**src/rtl/bmcf_pkg.sv**
```systemverilog
// Package for the bit matrix column filter.
// Holds default sizes, action codes and status codes. No dependencies.
package bmcf_pkg;

  // Default matrix size.
  localparam int BMCF_MAX_ROWS = 64;
  localparam int BMCF_MAX_COLS = 64;

  // Action codes carried by each input transaction.
  localparam logic [2:0] ACT_RESIZE_ROWS = 3'd0;
  localparam logic [2:0] ACT_RESIZE_COLS = 3'd1;
  localparam logic [2:0] ACT_WRITE_CELL  = 3'd2;
  localparam logic [2:0] ACT_READ_CELL   = 3'd3;
  localparam logic [2:0] ACT_ROW_QUERY   = 3'd4;
  localparam logic [2:0] ACT_ADD_COL     = 3'd5;
  localparam logic [2:0] ACT_REMOVE_COL  = 3'd6;
  localparam logic [2:0] ACT_CLEAR_COL   = 3'd7;

  // Status codes returned with each result.
  localparam logic [1:0] STS_OK    = 2'd0;
  localparam logic [1:0] STS_RANGE = 2'd1;
  localparam logic [1:0] STS_SAT   = 2'd2;

endpackage

```
**src/rtl/bit_matrix_column_filter_top.sv**
```systemverilog
// Bit matrix column filter. Count actions, rejected requests and resizes that do
// not shrink go straight to the result; in-range cell and row actions walk their
// one row, a row shrink walks the dropped rows, and column actions and a column
// shrink walk all MAX_ROWS rows, all by the single read-modify-write unit that walks
// the row memory one row a cycle. The input reopens as the result is loaded into the
// output register; it stays stalled while an earlier result waits on out_stall.
// Reset (synchronous, active low) clears the counts, then a clearing pass writes ones
// to every row while the input is stalled.
// Depends on bmcf_pkg.
module bit_matrix_column_filter_top #(
  parameter int MAX_ROWS = bmcf_pkg::BMCF_MAX_ROWS,
  parameter int MAX_COLS = bmcf_pkg::BMCF_MAX_COLS
) (
  input  logic       clk,
  input  logic       rst_n,
  input  logic       in_valid,
  output logic       in_stall,
  input  logic [2:0] in_action,
  input  logic [6:0] in_row_index,
  input  logic [6:0] in_col_index,
  input  logic       in_cell_value,
  output logic       out_valid,
  input  logic       out_stall,
  output logic       out_result_bit,
  output logic [1:0] out_status
);
  import bmcf_pkg::*;

  // Widths: row pointer/count, row address, wide compare, column count, column bit.
  localparam int PW = $clog2(MAX_ROWS + 1);
  localparam int AW = (MAX_ROWS > 1) ? $clog2(MAX_ROWS) : 1;
  localparam int XW = (PW > 7) ? PW : 7;
  localparam int CW = $clog2(MAX_COLS + 1);
  localparam int BW = (MAX_COLS > 1) ? $clog2(MAX_COLS) : 1;

  // Sequencer states.
  localparam logic [1:0] S_CLEAR = 2'd0;
  localparam logic [1:0] S_IDLE  = 2'd1;
  localparam logic [1:0] S_RUN   = 2'd2;
  localparam logic [1:0] S_DONE  = 2'd3;

  logic [1:0]          state_r, state_nxt;
  logic [PW-1:0]       ptr_r, ptr_nxt;
  logic [PW-1:0]       end_r, end_nxt;
  logic                pend_r, pend_nxt;
  logic [AW-1:0]       waddr_r, waddr_nxt;
  logic [2:0]          act_r, act_nxt;
  logic [6:0]          col_r, col_nxt;
  logic                val_r, val_nxt;
  logic                dowr_r, dowr_nxt;
  logic                bit_r, bit_nxt;
  logic [1:0]          sts_r, sts_nxt;
  logic [PW-1:0]       live_rows_r, live_rows_nxt;
  logic [CW-1:0]       live_cols_r, live_cols_nxt;
  logic                out_valid_r, out_valid_nxt;
  logic                out_bit_r, out_bit_nxt;
  logic [1:0]          out_sts_r, out_sts_nxt;

  logic [MAX_COLS-1:0] mem [MAX_ROWS];
  logic [MAX_COLS-1:0] mem_q_r;
  logic                mem_we;
  logic [AW-1:0]       mem_waddr;
  logic [MAX_COLS-1:0] mem_wdata;
  logic [MAX_COLS-1:0] row_new;
  logic [MAX_COLS:0]   word_ext;

  logic                in_acc;
  logic [XW-1:0]       row_x;
  logic [XW-1:0]       live_rows_x;
  logic                row_ok;
  logic                col_ok;

  assign in_acc      = in_valid && !in_stall;
  assign in_stall    = (state_r != S_IDLE);
  assign row_x       = XW'(in_row_index);
  assign live_rows_x = XW'(live_rows_r);
  assign row_ok      = row_x < live_rows_x;
  assign col_ok      = in_col_index < 7'(live_cols_r);

  // Row memory: one write port, one registered read port.
  always_ff @(posedge clk) begin
    if (mem_we) begin
      mem[mem_waddr] <= mem_wdata;
    end
    mem_q_r <= mem[ptr_r[AW-1:0]];
  end

  // Shared modify unit: new row word from the word just read.
  assign word_ext = {1'b1, mem_q_r};
  always_comb begin
    for (int i = 0; i < MAX_COLS; i++) begin
      unique case (act_r)
        ACT_RESIZE_ROWS: row_new[i] = 1'b1;
        ACT_RESIZE_COLS: row_new[i] = mem_q_r[i] | !(7'(i) < col_r);
        ACT_WRITE_CELL:  row_new[i] = (7'(i) == col_r) ? val_r : mem_q_r[i];
        ACT_REMOVE_COL:  row_new[i] = (7'(i) < col_r) ? mem_q_r[i] : word_ext[i+1];
        ACT_CLEAR_COL:   row_new[i] = (7'(i) == col_r) ? 1'b1 : mem_q_r[i];
        default:         row_new[i] = mem_q_r[i];
      endcase
    end
  end

  // Memory write port select: clearing pass or the modify unit.
  always_comb begin
    if (state_r == S_CLEAR) begin
      mem_we    = 1'b1;
      mem_waddr = ptr_r[AW-1:0];
      mem_wdata = '1;
    end else begin
      mem_we    = (state_r == S_RUN) && pend_r && dowr_r;
      mem_waddr = waddr_r;
      mem_wdata = row_new;
    end
  end

  // Sequencer: clearing pass after reset, decode on accept, walk the rows, then hand off the result.
  always_comb begin
    state_nxt     = state_r;
    ptr_nxt       = ptr_r;
    end_nxt       = end_r;
    pend_nxt      = 1'b0;
    waddr_nxt     = waddr_r;
    act_nxt       = act_r;
    col_nxt       = col_r;
    val_nxt       = val_r;
    dowr_nxt      = dowr_r;
    bit_nxt       = bit_r;
    sts_nxt       = sts_r;
    live_rows_nxt = live_rows_r;
    live_cols_nxt = live_cols_r;
    out_valid_nxt = out_valid_r && out_stall;
    out_bit_nxt   = out_bit_r;
    out_sts_nxt   = out_sts_r;

    unique case (state_r)
      S_CLEAR: begin
        ptr_nxt = ptr_r + 1'b1;
        if (ptr_r == PW'(MAX_ROWS - 1)) begin
          state_nxt = S_IDLE;
        end
      end

      S_IDLE: begin
        if (in_acc) begin
          act_nxt   = in_action;
          col_nxt   = in_col_index;
          val_nxt   = in_cell_value;
          bit_nxt   = 1'b0;
          sts_nxt   = STS_OK;
          dowr_nxt  = 1'b1;
          state_nxt = S_DONE;
          unique case (in_action)
            ACT_RESIZE_ROWS: begin
              if (row_x > XW'(MAX_ROWS)) begin
                live_rows_nxt = PW'(MAX_ROWS);
                sts_nxt       = STS_SAT;
              end else begin
                live_rows_nxt = row_x[PW-1:0];
              end
              // Rows dropped by a shrink are filled with ones.
              if (live_rows_nxt < live_rows_r) begin
                ptr_nxt   = live_rows_nxt;
                end_nxt   = live_rows_r;
                state_nxt = S_RUN;
              end
            end
            ACT_RESIZE_COLS: begin
              if (in_col_index > 7'(MAX_COLS)) begin
                live_cols_nxt = CW'(MAX_COLS);
                sts_nxt       = STS_SAT;
              end else begin
                live_cols_nxt = in_col_index[CW-1:0];
              end
              col_nxt = 7'(live_cols_nxt);
              if (live_cols_nxt < live_cols_r) begin
                ptr_nxt   = '0;
                end_nxt   = PW'(MAX_ROWS);
                state_nxt = S_RUN;
              end
            end
            ACT_WRITE_CELL, ACT_READ_CELL: begin
              dowr_nxt = (in_action == ACT_WRITE_CELL);
              if (row_ok && col_ok) begin
                ptr_nxt   = row_x[PW-1:0];
                end_nxt   = row_x[PW-1:0] + 1'b1;
                state_nxt = S_RUN;
              end else begin
                sts_nxt = STS_RANGE;
              end
            end
            ACT_ROW_QUERY: begin
              dowr_nxt = 1'b0;
              if (row_ok) begin
                ptr_nxt   = row_x[PW-1:0];
                end_nxt   = row_x[PW-1:0] + 1'b1;
                state_nxt = S_RUN;
              end else begin
                bit_nxt = 1'b1;
                sts_nxt = STS_RANGE;
              end
            end
            ACT_ADD_COL: begin
              if (in_col_index > 7'(live_cols_r)) begin
                sts_nxt = STS_RANGE;
              end else if (live_cols_r == CW'(MAX_COLS)) begin
                sts_nxt = STS_SAT;
              end else begin
                live_cols_nxt = live_cols_r + 1'b1;
              end
            end
            ACT_REMOVE_COL, ACT_CLEAR_COL: begin
              if (col_ok) begin
                if (in_action == ACT_REMOVE_COL) begin
                  live_cols_nxt = live_cols_r - 1'b1;
                end
                ptr_nxt   = '0;
                end_nxt   = PW'(MAX_ROWS);
                state_nxt = S_RUN;
              end else begin
                sts_nxt = STS_RANGE;
              end
            end
            default: begin
              sts_nxt = STS_RANGE;
            end
          endcase
        end
      end

      S_RUN: begin
        // Issue the next row read while the previous row is modified.
        if (ptr_r < end_r) begin
          pend_nxt  = 1'b1;
          waddr_nxt = ptr_r[AW-1:0];
          ptr_nxt   = ptr_r + 1'b1;
        end else begin
          state_nxt = S_DONE;
        end
        if (pend_r) begin
          if (act_r == ACT_READ_CELL) begin
            bit_nxt = mem_q_r[col_r[BW-1:0]];
          end else if (act_r == ACT_ROW_QUERY) begin
            bit_nxt = &mem_q_r;
          end
        end
      end

      S_DONE: begin
        if (!out_valid_r || !out_stall) begin
          out_valid_nxt = 1'b1;
          out_bit_nxt   = bit_r;
          out_sts_nxt   = sts_r;
          state_nxt     = S_IDLE;
        end
      end

      default: begin
        state_nxt = S_IDLE;
      end
    endcase
  end

  // Control registers.
  always_ff @(posedge clk) begin
    if (!rst_n) begin
      state_r     <= S_CLEAR;
      ptr_r       <= '0;
      end_r       <= '0;
      pend_r      <= 1'b0;
      live_rows_r <= '0;
      live_cols_r <= '0;
      out_valid_r <= 1'b0;
    end else begin
      state_r     <= state_nxt;
      ptr_r       <= ptr_nxt;
      end_r       <= end_nxt;
      pend_r      <= pend_nxt;
      live_rows_r <= live_rows_nxt;
      live_cols_r <= live_cols_nxt;
      out_valid_r <= out_valid_nxt;
    end
  end

  // Payload registers.
  always_ff @(posedge clk) begin
    waddr_r   <= waddr_nxt;
    act_r     <= act_nxt;
    col_r     <= col_nxt;
    val_r     <= val_nxt;
    dowr_r    <= dowr_nxt;
    bit_r     <= bit_nxt;
    sts_r     <= sts_nxt;
    out_bit_r <= out_bit_nxt;
    out_sts_r <= out_sts_nxt;
  end

  assign out_valid      = out_valid_r;
  assign out_result_bit = out_bit_r;
  assign out_status     = out_sts_r;

  // An accepted transaction always makes the block busy in the next cycle.
  a_busy_after_accept: assert property (@(posedge clk) disable iff (!rst_n)
    in_acc |=> in_stall)
    else $error("input accepted but block not busy afterwards");

  // Live counts never pass the matrix size.
  a_counts_bounded: assert property (@(posedge clk) disable iff (!rst_n)
    (live_rows_r <= PW'(MAX_ROWS)) && (live_cols_r <= CW'(MAX_COLS)))
    else $error("live count beyond matrix size");

  // The memory is written only by the clearing pass or the row walk.
  a_write_when_busy: assert property (@(posedge clk) disable iff (!rst_n)
    mem_we |-> (state_r == S_CLEAR || state_r == S_RUN))
    else $error("row memory written outside a walk");

  // Status code three is never produced.
  a_status_code: assert property (@(posedge clk) disable iff (!rst_n)
    out_valid_r |-> (out_sts_r != 2'd3))
    else $error("undefined status code at output");

endmodule

```
**config.mk**
```make
export PLATFORM = sky130hd
export DESIGN_NAME = bit_matrix_column_filter_top
export DESIGN_NICKNAME = d
export VERILOG_FILES = /design/src/rtl/bmcf_pkg.sv /design/src/rtl/bit_matrix_column_filter_top.sv
export SDC_FILE = /design/constraint.sdc
export NUM_CORES = 2
export LEC_CHECK = 0
export BUFFER_PORTS_ARGS = -buffer_cell sky130_fd_sc_hd__buf_2
export CORE_UTILIZATION = 50
export CTS_CLUSTER_SIZE = 30
export DETAILED_ROUTE_END_ITERATION = 10
export HOLD_SLACK_MARGIN = 0.06
export PLACE_DENSITY = 0.68
export SYNTH_ARGS = -nofsm -noshare
export SYNTH_HDL_FRONTEND = slang
export SYNTH_SLANG_ARGS = --single-unit
```
**constraint.sdc**
```tcl
create_clock -name clk -period 10.7 [get_ports clk]
set_input_delay 1.07 -clock clk [delete_from_list [all_inputs] [get_ports clk]]
set_output_delay 1.07 -clock clk [all_outputs]
set_load 0.02 [all_outputs]
```
# ---- After elaboration in Yosys (flattened, before gate mapping)
# Memories as Yosys holds them, arrays and structs flattened. A register that Yosys moved wholly into a read port is not among the register bits.
# Cells that the tools add are included.
dict set report totals {
  regBits 56
  ramBits 4096
  wordCells 677
  memories 1
}
# name words word_bits rd rd_ports_with_merged_regs write_ports line_no
set memory_table {}
lappend memory_table {mem 64 64 1 1 1 bit_matrix_column_filter_top.sv:59} ;# logic [MAX_COLS-1:0] mem [MAX_ROWS];
dict set report classes {
  addsub 4
  magnitude_cmp 73
  eq_ne 103
  n_mux 322
  n_bitwise 64
  n_reduce_logical 94
}
# cell n
set ops {}
lappend ops {{$pmux 1 s5} 65}
lappend ops {{$eq 6x7->1 const A} 32}
lappend ops {{$lt 6x7->1 const A} 32}
lappend ops {{$mux 1} 213}
lappend ops {{$mux 7} 25}
lappend ops {{$eq 5x7->1 const A} 16}
lappend ops {{$lt 5x7->1 const A} 16}
lappend ops {{$pmux 7 s5} 2}
lappend ops {{$logic_not 1->1} 67}
lappend ops {{$mux 64} 1}
lappend ops {{$or 1x1->1} 64}
lappend ops {{$reduce_and 64->1} 1}
lappend ops {{$eq 4x7->1 const A} 8}
lappend ops {{$lt 4x7->1 const A} 8}
lappend ops {{$pmux 7 s3} 2}
lappend ops {{$lt 7x7->1} 5}
lappend ops {{$eq 3x7->1 const A} 4}
lappend ops {{$lt 3x7->1 const A} 4}
lappend ops {{$ne 2x2->1 const B} 12}
lappend ops {{$add 7x1->7 const B} 3}
lappend ops {{$eq 3x3->1 const B} 7}
lappend ops {{$mux 2} 8}
lappend ops {{$ne 3x3->1 const B} 5}
lappend ops {{$eq 2x7->1 const A} 2}
lappend ops {{other kinds (36)} 58}

# ---- Depth between registers and ports, before layout
dict set report logic_depth {
  ltp_word 10
  depth_mapped 11
}

# ---- Least setup slack after synthesis
# Ideal clock, no wire load.
dict set report synth_timing {
  path_type {register to register}
  start {register act_r[0]}
  end {memory mem[0][30] in the netlist's numbering, data pin}
  arrival_ps 5820
  required_ps 9692
  setup_slack_ps 3872
  stages_incl_launch_ff 8
  path_buffers 3
  path_cell_list {edfxtp_1 > clkbuf_1 > nand2b_1 > nor2_1 > clkbuf_1 > buf_1 > a21oi_1 > o311ai_0}
}
dict set report synth_via {
  elab_chain_len 3
  word_cells_on_any_way 7
  classes_between {eq/ne: 4; mux: 2; reduce/logical: 1}
}
# item line_no
set synth_rtl {}
lappend synth_rtl {{from (decl)} bit_matrix_column_filter_top.sv:47} ;# logic [2:0] act_r, act_nxt;
lappend synth_rtl {{from (signal assigned)} bit_matrix_column_filter_top.sv:287} ;# act_r <= act_nxt;
lappend synth_rtl {{$eq 3x3->1 (tied with other cells)} bit_matrix_column_filter_top.sv:92} ;# unique case (act_r)
lappend synth_rtl {{$pmux 1 s5 (*)} bit_matrix_column_filter_top.sv:92}
lappend synth_rtl {{$mux 64 (*)} bit_matrix_column_filter_top.sv:105} ;# if (state_r == S_CLEAR) begin
lappend synth_rtl {{net mem_wdata[30]} bit_matrix_column_filter_top.sv:63} ;# logic [MAX_COLS-1:0] mem_wdata;
lappend synth_rtl {{to (decl)} bit_matrix_column_filter_top.sv:59}
# Mark *: on every way through the listed nets, which the timed path passes. The rest lies on a longest branch.

==> results.cfg <==
[critical_path]
arrival_ns = 5.92
worstSetupStartpointType = flip-flop
reg2reg_from = ptr_r[1]$_SDFFE_PN0P_
r2r-end = mem_q_r[9]$_DFF_P_
cp_slowest_cell = buf_4
cp_common_cell = mux4_2
r2r_slack_ns = 5.56
cp_top_family = buffers and inverters
critPathMaxStageDelay_ns = 0.86
critical_path_class = reg2reg
critPathMaxFanout = 143
path_cells = buf_12 -> buf_4 -> buf_4 -> mux4_2 -> mux4_2 -> mux4_2
cp.required_ns = 11.48
end_kind = flip-flop
crit_buf_inv = 3
r2r_cells = 6

[floorplan]
num_io_pins = 27
die_y_um = 576
dieArea_mm2 = 0.332
initial_core_util = 0.503
core_mm2 = 0.328
die_w_um = 576
rows = 210

[sta]
fin_ws_ns = 5.56
fin_crit_sh = 0.480
tightestPinTransition_ns = 1.33
slew_violations = 0
hold_viol_final = 0
setup_viol = 0
skew_ns = 0.0710
fmax_mhz = 195
grt_setup_unrepaired = no
fin_crit_ns = 5.14
fin_worst_hold_slack_ns = 0.418
timing.slew.headroom = 0.111
setup_tns_ns = 0

[placed_design]
io_buffer_count = 26
gp_congestion = 0.948
place_ws_ns = 5.69
place_hpwl_um = 235000

[layout]
drive_above_1_share = 0.308
syn_to_final_growth_pct = 12.3
fin_nets = 7522

[clock_tree]
cts_tree = yes
cts_resized = 0
cts_max_path_buffers = 4
clkLatencyLatePin_ns = 0.95
cts_sinks = 4216
cts_buffers = 409
htreeDepth = 5
cts_hold_buf = 0
clkSlewWorstSetupHoldPaths_ns = 0.06
postCtsSetupRepairBufs = 0
cts_root_buf = clkbuf_16

[logic_synthesis]
synth.yosys.seq_area_share = 0.762
avgSynthCellArea_um2 = 23.0
yosys_warnings = 0
synth_top_flop_cell = edfxtp_1
synthArstFlopShare = 0
syn_inst = 7154
ys_types = 72
syn_nets = 7220
synth_edf_count = 4120
ys_ff_latch = 4216
synth_area_mm2 = 0.165

[pwr]
powerDensity_mw_per_mm2 = 234
finalPower_w = 0.0433
p_leak_nw = 53.4
ir_drop_mv = 0.248

[routing]
wirelength_um = 463000
first_pass_iters = 8
drcViolationCount = 0
first_iter_violations = 14100
ant_nets = 0
vias_per_cell = 6.81
routedWlPerCell_um = 38.1
vias = 82600

[min_path]
min_path_cells = 0
min_to = out_status[0]$_DFFE_PP_
worstHoldPathType = reg2reg
hold_path_startpoint = sts_r[0]$_DFFE_PP_

[run]
drv_cap = 0

[global_routing]
grt_pass1_wl_um = 640000
grt_max_degree = 144
antenna_found_initial = 22
grt_usage = 0.279
first_global_vias = 80500
overflow = 0

[run_status]
status = finished clean
==> synthesized netlist by cell type (7+ instances only) <==
library cell,instances,area (um^2)
edfxtp_1,4120,124000
mux4_2,1364,30700
clkbuf_1,259,972
nor2_1,191,717
a21oi_1,157,786
nand2_1,140,526
o21ai_0,115,576
dfxtp_1,96,1920
buf_2,80,400
nand3_1,62,310
ha_1,43,538
buf_1,41,154
inv_1,39,146
buf_4,29,218
nor3_1,29,145
mux2i_1,27,270
a31oi_1,26,163
nand4_1,26,163
nor2b_1,25,156
o211ai_1,25,188
a211oi_1,17,128
nand2b_1,16,100
and2_1,14,87.6
o221ai_1,13,114
a22oi_1,12,90.1
a221oi_1,11,96.3
and3_1,11,68.8
nor4_1,11,68.8
o2111ai_1,11,96.3
a21o_1,10,75.1
o22ai_1,8,50.1
or2_2,8,50.1
or3_1,8,50.1
mux2_2,7,78.8
o211a_1,7,70.1
o311ai_0,7,61.3
xnor2_1,7,61.3
==> metal layers <==
layer	wire (um)	vias up	global-route usage	share of wire
met4	15400	6	0.0839	0.033
met3	56500	893	0.0617	0.12
li1	-	31400	-	-
met2	217000	5755	0.433	0.47
met5	47	-	0	0.00010
met1	174000	44600	0.400	0.38
==> kinds of logic after synthesis <==
family | synth area share
flops | 0.762
xor+xnor | 0.000584
simple gates | 0.0157
mux | 0.188
buf+inv | 0.0116
fa+ha+maj | 0.00338
compound gates | 0.0181
==> flip-flops by register name, indices dropped and copies added (netlist names), 2 cells and up <==
signal and count:
mem 4096, mem_q_r 64, col_r 7, end_r 7
live_cols_r 7, live_rows_r 7, ptr_r 7, waddr_r 6
act_r 3, out_status 2, state_r 2, sts_r 2
==> through the flow <==
step           std cells  instance area [um^2]   util
4_1_cts            12100                185000  0.565
2_1_floorplan       7154                165000      -
5_1_grt            12100                185000  0.565
3_3_place_gp       11400                172000  0.524
3_5_place_dp       11400                172000  0.524
6_report           12100                185000  0.565
==> power by group <==
part,leakage (nW),internal [W],switching [W]
Combinational,11.2,0.00395,0.00508
Clock,6.49,0.00824,0.00611
Sequential,35.7,0.0194,0.000498
==> worst max path at each step <==
stage,from,endpoint,slack [ns],cells past startpoint
2_1_floorplan,act_r[0]$_DFFE_PP_,mem[0][30]$_DFFE_PP_,3.87,7
3_3_place_gp,ptr_r[0]$_SDFFE_PN0P_,mem_q_r[31]$_DFF_P_,5.74,6
3_5_place_dp,ptr_r[0]$_SDFFE_PN0P_,mem_q_r[45]$_DFF_P_,5.69,6
4_1_cts,ptr_r[0]$_SDFFE_PN0P_,mem_q_r[45]$_DFF_P_,5.68,6
5_1_grt,ptr_r[0]$_SDFFE_PN0P_,mem_q_r[8]$_DFF_P_,5.42,6
6_report,ptr_r[1]$_SDFFE_PN0P_,mem_q_r[9]$_DFF_P_,5.56,6
==> layout by cell type, fill, tap and decap left out, types with 15 or more instances in the layout <==
cell and instances:
edfxtp_1 4120, mux4_2 1364, clkbuf_16 412, buf_4 264, a21oi_1 157, nand2_1 138
nor2_1 124, o21ai_0 102, clkbuf_1 91, dfxtp_1 90, clkinv_2 69, nor2_4 66
clkinv_1 66, nand3_1 53, ha_1 43, bufinv_16 41, inv_1 39, nor3_1 28
mux2i_1 27, nand4_1 26, a31oi_1 26, buf_2 26, nor2b_1 25, o211ai_1 25
clkbuf_8 23, a211oi_1 17, nand2b_1 15
==> cell type report <==
| class | count | area [um^2] |
|---|---|---|
| multi-input cells | 2487 | 38300 |
| inverters | 40 | 150 |
| fillers | 23100 | 142000 |
| flip-flops and latches | 4216 | 126000 |
| clock inverters | 216 | 2320 |
| well taps | 4346 | 5440 |
| clock buffers | 526 | 11000 |
| repair buffers | 302 | 2350 |
| diodes | 10 | 25.0 |
Power figures use the tool's default switching activity.
